File: config.mk
export PLATFORM = sky130hd
export DESIGN_NAME = linked_list_engine
export DESIGN_NICKNAME = d
export VERILOG_FILES = /design/src/rtl/core/lle_pkg.sv /design/src/rtl/core/linked_list_engine.sv /design/src/rtl/core/lle_node_store.sv /design/src/rtl/core/lle_walk_unit.sv
export SDC_FILE = /design/constraint.sdc
export NUM_CORES = 2
export LEC_CHECK = 0
export BUFFER_PORTS_ARGS = -buffer_cell sky130_fd_sc_hd__buf_2
export CAP_MARGIN = 40
export CELL_PAD_IN_SITES_DETAIL_PLACEMENT = 0
export CELL_PAD_IN_SITES_GLOBAL_PLACEMENT = 2
export CORE_MARGIN = 10
export CORE_UTILIZATION = 40
export DETAILED_ROUTE_END_ITERATION = 16
export HOLD_SLACK_MARGIN = 0.12
export PLACE_DENSITY_LB_ADDON = 0.1
export SYNTH_ARGS = -nofsm -noshare
export SYNTH_HDL_FRONTEND = slang
export SYNTH_SLANG_ARGS = --single-unit
export TNS_END_PERCENT = 5
File: constraint.sdc
create_clock -name clk -period 18.3 [get_ports clk]
set_clock_uncertainty 0.1 [all_clocks]
set_input_delay 2.745 -clock clk [delete_from_list [all_inputs] [get_ports clk]]
set_output_delay 2.745 -clock clk [all_outputs]
set_load 0.02 [all_outputs]
File: src/rtl/core/lle_pkg.sv
`timescale 1ns / 1ps
// ----------------------------------------------------------------------------
// Linked list engine package
// Request and response words, opcodes, status codes, sequencer states and
// the small control groups passed between the engine's modules.
// ----------------------------------------------------------------------------
package lle_pkg;

	typedef enum logic [2:0] {
		OP_PREPEND = 3'd0,
		OP_APPEND  = 3'd1,
		OP_DELETE  = 3'd2,
		OP_FIND    = 3'd3,
		OP_GET     = 3'd4
	} opcode_t;

	typedef enum logic [1:0] {
		ST_OK   = 2'd0,
		ST_MISS = 2'd1,
		ST_FULL = 2'd2
	} status_t;

	typedef enum logic [2:0] {
		S_IDLE,
		S_ISSUE,
		S_WALK,
		S_INSERT,
		S_LINK,
		S_RESP
	} state_t;

	typedef struct packed {
		logic [2:0]         opcode;
		logic signed [31:0] value;
		logic [5:0]         index;
	} req_t;

	typedef struct packed {
		logic [1:0]         status;
		logic signed [31:0] value_out;
		logic [5:0]         position;
		logic [6:0]         count;
	} rsp_t;

	// Compare results of the walk unit for the node currently read.
	typedef struct packed {
		logic at_end;
		logic match;
		logic at_first;
		logic at_last;
		logic at_index;
		logic in_range;
	} walk_flags_t;

	// Write enables of the node store.
	typedef struct packed {
		logic value;
		logic link;
		logic free_push;
	} store_we_t;

endpackage

File: src/rtl/core/linked_list_engine.sv
`timescale 1ns / 1ps
// ----------------------------------------------------------------------------
// Linked list engine
// Bounded singly linked list of signed words with prepend, append, delete,
// find and get-by-index requests, one response word per request.
// ----------------------------------------------------------------------------
// Usage:
//   A request word on req is taken at a rising edge with start high and busy
//   low. busy stays high until the response has been shown. The response
//   word sits on rsp for exactly one cycle marked by done; the receiver must
//   take it then, as it cannot hold it off.
//   States after the accepting edge: issue, then
//     prepend, or append to an empty list: insert; append otherwise: insert, link;
//     full store, unused opcode, empty list or index out of range: nothing more;
//     delete, find and get: walk over the nodes passed before the hit or
//     the end of the list (at most the node count, 64 by default). All end in response.
//   The chain is walked one node per cycle through the registered read port
//   of the node memory. The next word is accepted only once the engine is
//   back in idle after the response.
//   Released slots go on a stack and are reused first; slots never used are
//   handed out by a fill counter, so reset needs no pass over the memories.
//   After reset the list is empty and the engine is idle.
// ----------------------------------------------------------------------------
module linked_list_engine #(
	parameter int CAPACITY   = 64,
	parameter int DATA_WIDTH = 32
) (
	input  logic          clk,
	input  logic          arst_n,
	input  logic          start,
	input  lle_pkg::req_t req,
	output logic          busy,
	output logic          done,
	output lle_pkg::rsp_t rsp
);
	import lle_pkg::*;

	localparam int SW = $clog2(CAPACITY);
	localparam int CW = $clog2(CAPACITY + 1);

	state_t state_q, state_d;

	req_t                  req_q;
	logic [DATA_WIDTH-1:0] data_q;
	logic [SW-1:0]         head_q, tail_q;
	logic [CW-1:0]         count_q;
	logic [CW-1:0]         fresh_q;
	logic [CW-1:0]         fsp_q;
	logic [SW-1:0]         cur_q, prev_q, slot_q;
	logic [CW-1:0]         i_q;
	status_t               status_q;
	logic [DATA_WIDTH-1:0] vout_q;
	logic [CW-1:0]         pos_q;

	logic [63:0]           value_sx;
	logic [DATA_WIDTH-1:0] data_in;
	logic [DATA_WIDTH+31:0] vout_x;
	logic [CW+5:0]         pos_x;
	logic [CW+6:0]         count_x;

	store_we_t             we;
	logic [SW-1:0]         rd_addr;
	logic [DATA_WIDTH-1:0] rd_value;
	logic [SW-1:0]         rd_link;
	logic [SW-1:0]         val_wr_addr;
	logic [SW-1:0]         link_wr_addr, link_wr_data;
	logic [SW-1:0]         fs_wr_addr, fs_rd_addr, fs_rd_data;
	logic [CW-1:0]         fsp_m1;
	logic [SW-1:0]         new_slot;

	walk_flags_t           flags;
	logic [CW-1:0]         next_i;

	logic is_insert, is_search, is_delete, is_get, is_prepend, is_append;
	logic full, hit;

	// ------------------------------------------------------------------
	// Decode and width adaption
	// ------------------------------------------------------------------
	assign value_sx = {{32{req.value[31]}}, req.value};
	assign data_in  = value_sx[DATA_WIDTH-1:0];
	assign vout_x   = {32'b0, vout_q};
	assign pos_x    = {6'b0, pos_q};
	assign count_x  = {7'b0, count_q};

	assign is_prepend = (req_q.opcode == OP_PREPEND);
	assign is_append  = (req_q.opcode == OP_APPEND);
	assign is_insert  = is_prepend || is_append;
	assign is_delete  = (req_q.opcode == OP_DELETE);
	assign is_search  = is_delete || (req_q.opcode == OP_FIND);
	assign is_get     = (req_q.opcode == OP_GET);

	assign full     = (count_q == CW'(CAPACITY));
	assign hit      = !flags.at_end && flags.match;
	assign fsp_m1   = fsp_q - 1'b1;
	assign new_slot = (fsp_q != '0) ? fs_rd_data : fresh_q[SW-1:0];

	// ------------------------------------------------------------------
	// Shared walk unit and node store
	// ------------------------------------------------------------------
	lle_walk_unit #(
		.DATA_WIDTH(DATA_WIDTH),
		.CW        (CW)
	) u_walk (
		.step      (i_q),
		.count     (count_q),
		.index     (req_q.index),
		.node_value(rd_value),
		.key       (data_q),
		.flags     (flags),
		.next_step (next_i)
	);

	lle_node_store #(
		.CAPACITY  (CAPACITY),
		.DATA_WIDTH(DATA_WIDTH),
		.SW        (SW)
	) u_store (
		.clk         (clk),
		.we          (we),
		.rd_addr     (rd_addr),
		.rd_value    (rd_value),
		.rd_link     (rd_link),
		.val_wr_addr (val_wr_addr),
		.val_wr_data (data_q),
		.link_wr_addr(link_wr_addr),
		.link_wr_data(link_wr_data),
		.fs_wr_addr  (fs_wr_addr),
		.fs_wr_data  (cur_q),
		.fs_rd_addr  (fs_rd_addr),
		.fs_rd_data  (fs_rd_data)
	);

	// ------------------------------------------------------------------
	// Sequencer
	// ------------------------------------------------------------------
	always_comb begin
		state_d = state_q;
		unique case (state_q)
			S_IDLE: begin
				if (start) begin
					state_d = S_ISSUE;
				end
			end
			S_ISSUE: begin
				unique case (req_q.opcode) inside
					OP_PREPEND, OP_APPEND: state_d = full ? S_RESP : S_INSERT;
					OP_DELETE, OP_FIND:    state_d = (count_q == '0) ? S_RESP : S_WALK;
					OP_GET:                state_d = flags.in_range ? S_WALK : S_RESP;
					default:               state_d = S_RESP;
				endcase
			end
			S_WALK: begin
				if (is_get ? flags.at_index : (flags.at_end || flags.match)) begin
					state_d = S_RESP;
				end
			end
			S_INSERT: state_d = (is_append && count_q != '0) ? S_LINK : S_RESP;
			S_LINK:   state_d = S_RESP;
			S_RESP:   state_d = S_IDLE;
			default:  state_d = S_IDLE;
		endcase
	end

	always_comb begin
		busy         = (state_q != S_IDLE);
		done         = (state_q == S_RESP);
		we           = '0;
		rd_addr      = (state_q == S_WALK) ? rd_link : head_q;
		fs_rd_addr   = (fsp_q != '0) ? fsp_m1[SW-1:0] : '0;
		fs_wr_addr   = fsp_q[SW-1:0];
		val_wr_addr  = new_slot;
		link_wr_addr = new_slot;
		link_wr_data = '0;
		unique case (state_q)
			S_INSERT: begin
				we.value = 1'b1;
				we.link  = 1'b1;
				if (is_prepend && count_q != '0) begin
					link_wr_data = head_q;
				end
			end
			S_LINK: begin
				we.link      = 1'b1;
				link_wr_addr = tail_q;
				link_wr_data = slot_q;
			end
			S_WALK: begin
				if (is_delete && hit) begin
					we.free_push = 1'b1;
					// Unlink from the predecessor unless the head goes.
					if (!flags.at_first) begin
						we.link      = 1'b1;
						link_wr_addr = prev_q;
						link_wr_data = rd_link;
					end
				end
			end
			default: ;
		endcase
	end

	// ------------------------------------------------------------------
	// List state and result registers
	// ------------------------------------------------------------------
	always_ff @(posedge clk or negedge arst_n) begin
		if (!arst_n) begin
			state_q  <= S_IDLE;
			head_q   <= '0;
			tail_q   <= '0;
			count_q  <= '0;
			fresh_q  <= '0;
			fsp_q    <= '0;
			status_q <= ST_MISS;
			vout_q   <= '0;
			pos_q    <= '0;
		end else begin
			state_q <= state_d;
			unique case (state_q)
				S_ISSUE: begin
					vout_q <= '0;
					pos_q  <= '0;
					if (is_insert) begin
						status_q <= full ? ST_FULL : ST_OK;
					end else begin
						status_q <= ST_MISS;
					end
				end
				S_WALK: begin
					if (is_get ? flags.at_index : (is_search && hit)) begin
						status_q <= ST_OK;
						vout_q   <= rd_value;
						pos_q    <= i_q;
					end
					if (is_delete && hit) begin
						if (flags.at_first) begin
							head_q <= rd_link;
						end else if (flags.at_last) begin
							tail_q <= prev_q;
						end
						fsp_q   <= fsp_q + 1'b1;
						count_q <= count_q - 1'b1;
						if (count_q == CW'(1)) begin
							head_q <= '0;
							tail_q <= '0;
						end
					end
				end
				S_INSERT: begin
					if (fsp_q != '0) begin
						fsp_q <= fsp_m1;
					end else begin
						fresh_q <= fresh_q + 1'b1;
					end
					count_q <= count_q + 1'b1;
					if (count_q == '0) begin
						head_q <= new_slot;
						tail_q <= new_slot;
					end else if (is_prepend) begin
						head_q <= new_slot;
					end
				end
				S_LINK: begin
					tail_q <= slot_q;
				end
				default: ;
			endcase
		end
	end

	always_ff @(posedge clk) begin
		unique case (state_q)
			S_IDLE: begin
				if (start) begin
					req_q  <= req;
					data_q <= data_in;
				end
			end
			S_ISSUE: begin
				cur_q  <= head_q;
				prev_q <= head_q;
				i_q    <= '0;
			end
			S_WALK: begin
				prev_q <= cur_q;
				cur_q  <= rd_link;
				i_q    <= next_i;
			end
			S_INSERT: begin
				slot_q <= new_slot;
			end
			default: ;
		endcase
	end

	always_comb begin
		rsp.status    = status_q;
		rsp.value_out = vout_x[31:0];
		rsp.position  = pos_x[5:0];
		rsp.count     = count_x[6:0];
	end

	// ------------------------------------------------------------------
	// Assertions
	// ------------------------------------------------------------------
	a_count_matches_alloc: assert property (@(posedge clk) disable iff (!arst_n)
		count_q == CW'(fresh_q - fsp_q))
		else $error("node count differs from allocated slots");

	a_count_bound: assert property (@(posedge clk) disable iff (!arst_n)
		count_q <= CW'(CAPACITY))
		else $error("node count beyond capacity");

	a_empty_pointers: assert property (@(posedge clk) disable iff (!arst_n)
		count_q == '0 |-> head_q == '0 && tail_q == '0)
		else $error("empty list with nonzero head or tail");

	a_walk_bound: assert property (@(posedge clk) disable iff (!arst_n)
		state_q == S_WALK |-> i_q <= count_q)
		else $error("walk passed the end of the list");

	a_single_strobe: assert property (@(posedge clk) disable iff (!arst_n)
		done |=> !done && !busy)
		else $error("response strobe longer than one cycle");

endmodule

File: src/rtl/core/lle_node_store.sv
`timescale 1ns / 1ps
// ----------------------------------------------------------------------------
// Linked list engine node store
// Node value memory, node link memory and the stack of released slots, each
// with one write port and one registered read port.
// ----------------------------------------------------------------------------
module lle_node_store #(
	parameter int CAPACITY   = 64,
	parameter int DATA_WIDTH = 32,
	parameter int SW         = 6
) (
	input  logic                  clk,
	input  lle_pkg::store_we_t    we,
	input  logic [SW-1:0]         rd_addr,
	output logic [DATA_WIDTH-1:0] rd_value,
	output logic [SW-1:0]         rd_link,
	input  logic [SW-1:0]         val_wr_addr,
	input  logic [DATA_WIDTH-1:0] val_wr_data,
	input  logic [SW-1:0]         link_wr_addr,
	input  logic [SW-1:0]         link_wr_data,
	input  logic [SW-1:0]         fs_wr_addr,
	input  logic [SW-1:0]         fs_wr_data,
	input  logic [SW-1:0]         fs_rd_addr,
	output logic [SW-1:0]         fs_rd_data
);
	import lle_pkg::*;

	logic [DATA_WIDTH-1:0] val_mem  [CAPACITY];
	logic [SW-1:0]         link_mem [CAPACITY];
	logic [SW-1:0]         free_mem [CAPACITY];

	always_ff @(posedge clk) begin
		if (we.value) begin
			val_mem[val_wr_addr] <= val_wr_data;
		end
		rd_value <= val_mem[rd_addr];
	end

	always_ff @(posedge clk) begin
		if (we.link) begin
			link_mem[link_wr_addr] <= link_wr_data;
		end
		rd_link <= link_mem[rd_addr];
	end

	always_ff @(posedge clk) begin
		if (we.free_push) begin
			free_mem[fs_wr_addr] <= fs_wr_data;
		end
		fs_rd_data <= free_mem[fs_rd_addr];
	end

endmodule

File: src/rtl/core/lle_walk_unit.sv
`timescale 1ns / 1ps
// ----------------------------------------------------------------------------
// Linked list engine walk unit
// Shared compare and step logic used once per visited node: value match,
// position against count and index, and the next position.
// ----------------------------------------------------------------------------
module lle_walk_unit #(
	parameter int DATA_WIDTH = 32,
	parameter int CW         = 7
) (
	input  logic [CW-1:0]          step,
	input  logic [CW-1:0]          count,
	input  logic [5:0]             index,
	input  logic [DATA_WIDTH-1:0]  node_value,
	input  logic [DATA_WIDTH-1:0]  key,
	output lle_pkg::walk_flags_t   flags,
	output logic [CW-1:0]          next_step
);
	import lle_pkg::*;

	logic [CW+5:0] step_x;
	logic [CW+5:0] count_x;
	logic [CW+5:0] index_x;

	assign step_x    = {{6{1'b0}}, step};
	assign count_x   = {{6{1'b0}}, count};
	assign index_x   = {{CW{1'b0}}, index};
	assign next_step = step + 1'b1;

	always_comb begin
		flags.at_end   = (step == count);
		flags.match    = (node_value == key);
		flags.at_first = (step == '0);
		flags.at_last  = (next_step == count);
		flags.at_index = (step_x == index_x);
		flags.in_range = (index_x < count_x);
	end

endmodule
# Word-level counts from Yosys, hierarchy flattened
# Memory sizes are Yosys's and may differ from the RTL's. A register that Yosys moved wholly into a read port is not among the register bits.
# Index checks and enable logic that the tools add are counted.
# Widths: inputs -> output; s select.
# op_classes
n_addsub,6
n_lt_le_gt_ge,1
eq_ne,25
mux,59
bitwise,1
reduce_logical,30
# ops
operator,count
$mux 6,19
$pmux 32 s2,1
$pmux 6 s2,5
$pmux 7 s2,3
$pmux 6 s3,2
$eq 32x32->1,1
$mux 32,1
$add 7x1->7 const B,4
$mux 7,3
$mux 3,5
$pmux 3 s5,1
$eq 7x7->1,2
$logic_not 7->1,2
$reduce_bool 7->1,2
$sub 7x1->7 const B,2
$eq 3x2->1 const B,4
$mux 1,12
$reduce_and 2->1,5
$eq 3x3->1 const B,3
$ne 3x2->1 const B,3
$pmux 3 s3,1
$mux 2,4
$ne 2x2->1 const B,4
$eq 7x1->1 const B,1
19 further kinds,32
# word_totals
reg_bits,142
ramBits,2816
inputBits,44
output_inout_bits,49
word_cells,141
n_memories,3
# mem_list
memory,words,width,read_ports,rd_ports_with_merged_regs,wr,line,source
u_store.val_mem,64,32,1,1,1,lle_node_store.sv:28,logic [DATA_WIDTH-1:0] val_mem [CAPACITY];
u_store.free_mem,64,6,1,1,1,lle_node_store.sv:30,logic [SW-1:0] free_mem [CAPACITY];
u_store.link_mem,64,6,1,1,1,lle_node_store.sv:29,logic [SW-1:0] link_mem [CAPACITY];

# Depth between registers and ports, before layout
# logic_depth
depth_word,8
depth_mapped,18

# Modules after synthesis
# A second synthesis with hierarchy kept.
# unflattened
hier_cells,5332
area_unflattened_um2,115000.3
# by_module_without_submodules
module,instances,cells_per_inst,area_each_um2,seq_area_each_um2
lle_node_store,1,4753,108131.2,85441.9
linked_list_engine,1,473,6014.5,3860.0
lle_walk_unit,1,106,854.6,0.0

# Worst setup path before layout
# Ideal clock, no wire load.
# synth_timing
path_type,flip-flop to flip-flop
from,reg fsp_q[0]
to,"mem u_store.val_mem[7][0], enable pin"
t_arrival_ns,6.303
t_required_ns,17.697
setup_slack_ns,11.394
path_stages_with_launch,13
path_buffers,5
period_less_slack_ns,6.906
cell_sequence,dfrtp_1 clkbuf_1 inv_1 clkbuf_1 clkbuf_1 buf_1 ha_1 buf_2 nor3b_1 nand2_1 mux2i_1 nand4_1 nor4_1
# synth_between
elab_chain_len,2
# synth_lines
element,line,source
start: declaration,linked_list_engine.sv:48,logic [CW-1:0] fsp_q;
start signal: assignment,linked_list_engine.sv:241,fsp_q <= fsp_q + 1'b1;
start signal: assignment,linked_list_engine.sv:251,fsp_q <= fsp_m1;
$reduce_bool 7->1,linked_list_engine.sv:96,assign new_slot = (fsp_q != '0) ? fs_rd_data : fresh_q[SW-1:0];
$mux 6,linked_list_engine.sv:96,
end: declaration,lle_node_store.sv:28,
# No other way between the ends.

# Worst setup path in the final report
# layout_timing
from,reg fsp_q[0]
to,"mem u_store.link_mem[10][2], enable pin"
# layout_between
elab_chain_len,5
# layout_lines
element,line,source
$reduce_bool 7->1 (*),linked_list_engine.sv:96,
$mux 6 (*),linked_list_engine.sv:96,
net new_slot[0],linked_list_engine.sv:69,logic [SW-1:0] new_slot;
$mux 6,linked_list_engine.sv:192,if (!flags.at_first) begin
$mux 6,linked_list_engine.sv:189,if (is_delete && hit) begin
$pmux 6 s2 (*),linked_list_engine.sv:175,unique case (state_q)
end: declaration,lle_node_store.sv:29,
# The timed path passes the listed nets; every way through them passes the cells marked *.

==> flow_summary.toml <==
[run_status]
status = "finished clean"

[place]
dpl.hpwl_um = 216000
portBuffers = 92
gp_congestion = 0.812
dp_cells = 11500

[timing]
rsz0062_at_grt = "no"
finalCriticalPeriod_ns = 6.73
maxSlewViolCount = 0
tightest_slew_ns = 1.06
fmax_ghz = 0.149
slew_headroom = 0.295
fin_setup_tns_ns = 0
hold_slack_ns = 0.402
period_share = 0.368
setup_violations = 0
hold_viol = 0

[final_layout]
instances_no_fill = 12200
seq_area_um2 = 89300
fill_cells = 25800
drive_gt1_frac = 0.145
multiInputGateArea_um2 = 26900
flow.area_growth_from_synthesis_pct = 14.7
nets = 8023
utilization = 0.460

[yosys]
synth_cell_types = 74
ys_seq_area_frac = 0.759
syn_nets = 7792
netlist_instances = 7735
ys_seq_elements = 3001
async_reset_ff_frac = 0.0250
synthFlopType = "edfxtp_1"
synth_area_um2 = 118000
synth_enable_flop_cells = 2882
syn_area_per_cell_um2 = 15.2
ys_warn_count = 0

[die]
ioPinCount = 93
die_w_um = 562
rows = 199
initial_core_util = 0.401
core_area_um2 = 293000
dieArea_um2 = 316000
die_h_um = 562

[cts]
clk-insertion-delay-late_ns = 0.95
path_clk_slew_ns = 0.06
cts_resized = 0
post_cts_buffers = 0
numCtsBuffers = 335
cts_buffer_depth = 4
cts-root-buf = "clkbuf_16"
htreeDepth = 5
holdBufCountCts = 0
numClockSinks = 3001
tritoncts = "yes"

[drt]
drtPass1Iterations = 5
wl_per_cell_um = 30.9
drc = 0
antenna_left = 0
vias = 69000
viasPerCell = 5.67
drt_iter0_drc = 6137
totalWireLength_um = 376000

[pwr]
swShare = 0.375
clkPwrFrac = 0.288
pwr-share-seq = 0.367
p_int_mw = 14.4
pwr_density_cell_nw_per_um2 = 170
p_leak_nw = 44.9
p_sw_mw = 8.61
peakVddDrop_mv = 0.185
combPwrFrac = 0.345

[grt]
grt_util_all_layers = 0.231
antenna_found_initial = 13
grt_first_pass_wirelength_um = 529000
grt_pass1_vias = 68000
grt_max_degree = 151
overflow = 0
busiest_layer = "met2"
grt.met2_usage = 0.389
gr-usage-met1 = 0.313
globalRouteMet3Util = 0.0284

[worst_setup_path]
cp-end-kind = "register"
cp_max_fo = 55
worst-setup-path-type = "reg2reg"
crit_arrival_ns = 7.14
cp.required_ns = 18.71
start_kind = "register"

[run]
drv_cap = 0

[worst_hold_path]
hold_class = "reg2reg"
==> layout make-up <==
type,instances,share of cell area
antenna,17,0.000315
clock buffer,447,0.0683
clock inverter,154,0.0108
inverter,33,0.00109
multi-input combinational,4236,0.200
sequential,3001,0.662
tap,3919,0.0363
timing repair buffer,359,0.0215
==> metrics by stage <==
step           area (um2)  total power, mW  worst slack, ns
6_report           135000             23.0            11.57
5_1_grt            135000             24.0            11.14
3_3_place_gp       124000             16.5            11.38
2_1_floorplan      118000             13.0            11.39
3_5_place_dp       124000             16.6            11.53
4_1_cts            135000             23.3            11.50
==> synth_stat cells, types with 10 or more instances <==
cell      instances  share of area
clkbuf_1        279         0.0089
a32oi_1          14         0.0010
a211oi_1         18         0.0011
nand2_1        1680          0.054
a21oi_1         133         0.0057
o31ai_1          15        0.00096
a22oi_1          87         0.0056
buf_1            77         0.0025
and3_1          156         0.0083
dfrtp_1          74          0.016
mux2i_1         102         0.0087
and2_1           12        0.00064
o21a_1           10        0.00064
nor4_1           39         0.0021
edfxtp_1       2882           0.74
a31oi_1         167         0.0089
ha_1             13         0.0014
buf_4            11        0.00070
or3_1            25         0.0013
xor2_1           56         0.0042
a221oi_1         37         0.0028
nor3_1           48         0.0020
xnor2_1          21         0.0016
nand3_1         650          0.028
dfxtp_1          44         0.0075
o21ai_0          59         0.0025
a221o_1          21         0.0018
a21o_1           15        0.00096
o22ai_1          65         0.0035
or4_1            20         0.0013
nor2_1          258         0.0082
o211ai_1         26         0.0017
inv_1            28        0.00089
mux4_2          246          0.047
buf_2            92         0.0039
nand4_1          25         0.0013
a22o_1           51         0.0038
a311oi_1         82         0.0061
==> metal layers <==
| metal | part of all wire | vias up |
|---|---|---|
| met5 | 0.000035 | - |
| met4 | 0.033 | 2 |
| met3 | 0.051 | 515 |
| met2 | 0.49 | 2206 |
| met1 | 0.42 | 36200 |
| li1 | - | 30100 |
==> cell usage in the layout, fill, tap and decap left out, types with 26 or more instances in the layout <==
cell / netlist / final
edfxtp_1: 2882 / 2882
nand2_1: 1680 / 1678
nand3_1: 650 / 648
clkbuf_16: 0 / 349
mux4_2: 246 / 246
buf_4: 11 / 225
nor2_1: 258 / 185
a31oi_1: 167 / 167
and3_1: 156 / 156
a21oi_1: 133 / 131
mux2i_1: 102 / 101
buf_2: 92 / 98
a22oi_1: 87 / 87
clkbuf_1: 279 / 86
a311oi_1: 82 / 82
dfrtp_1: 74 / 73
o22ai_1: 65 / 65
nor2_4: 0 / 65
clkinv_1: 2 / 59
o21ai_0: 59 / 58
xor2_1: 56 / 55
a22o_1: 51 / 51
clkinv_2: 0 / 50
nor3_1: 48 / 45
dfxtp_1: 44 / 44
a221oi_1: 37 / 37
nor4_1: 39 / 36
inv_1: 28 / 28
o211ai_1: 26 / 26
==> sequential cells by signal (all words and copies together) (netlist names), 7 cells and up <==
name	flops
u_store.val_mem	2048
u_store.free_mem	384
u_store.link_mem	384
data_q	32
u_store.rd_value	32
vout_q	32
req_q	9
count_q	7
fsp_q	7
i_q	7
==> cells by family after synthesis <==
kind of cell,count (synthesis),share of synthesized area
flip-flops,3001,0.759
buffers and inverters,498,0.0176
multiplexers,360,0.0573
adder cells (fa/ha/maj),13,0.00138
AO/OA/AOI/OAI,839,0.0499
XOR/XNOR,77,0.00574
AND/OR/NAND/NOR,2947,0.109
==> final timing paths <==
kind	end	cells past startpoint	start	slack, ns
max reg2reg	u_store.link_mem[10][2]	10	fsp_q[0]	11.57
min in group asynchronous	count_q[2]	1	arst_n	1.69
min reg2reg	vout_q[0]	1	vout_q[0]	0.40
max in group asynchronous	head_q[5]	3	arst_n	15.49
min	vout_q[0]	1	vout_q[0]	0.40
max	u_store.link_mem[10][2]	10	fsp_q[0]	11.57
==> worst max-delay path, cell delays in order (launching register included) <==
cell and delay (ns):
dfrtp_2 0.39, buf_4 0.33, inv_1 0.17, ha_1 0.44
nor3b_1 0.69, nand2_1 0.69, mux2i_2 0.84, inv_1 0.30
a221oi_1 0.85, nand3_1 0.81, nor2_1 0.69
==> power groups by stage <==
stage / Sequential, mW / Combinational, mW / Clock, mW
finish: 8.43 / 7.94 / 6.61
global route: 8.45 / 8.49 / 7.02
CTS: 8.44 / 8.07 / 6.74
detailed placement: 8.58 / 8.04 / 0
global placement: 8.59 / 7.90 / 0
floorplan: 8.61 / 4.43 / 0
(Power assumes the default switching activity.)
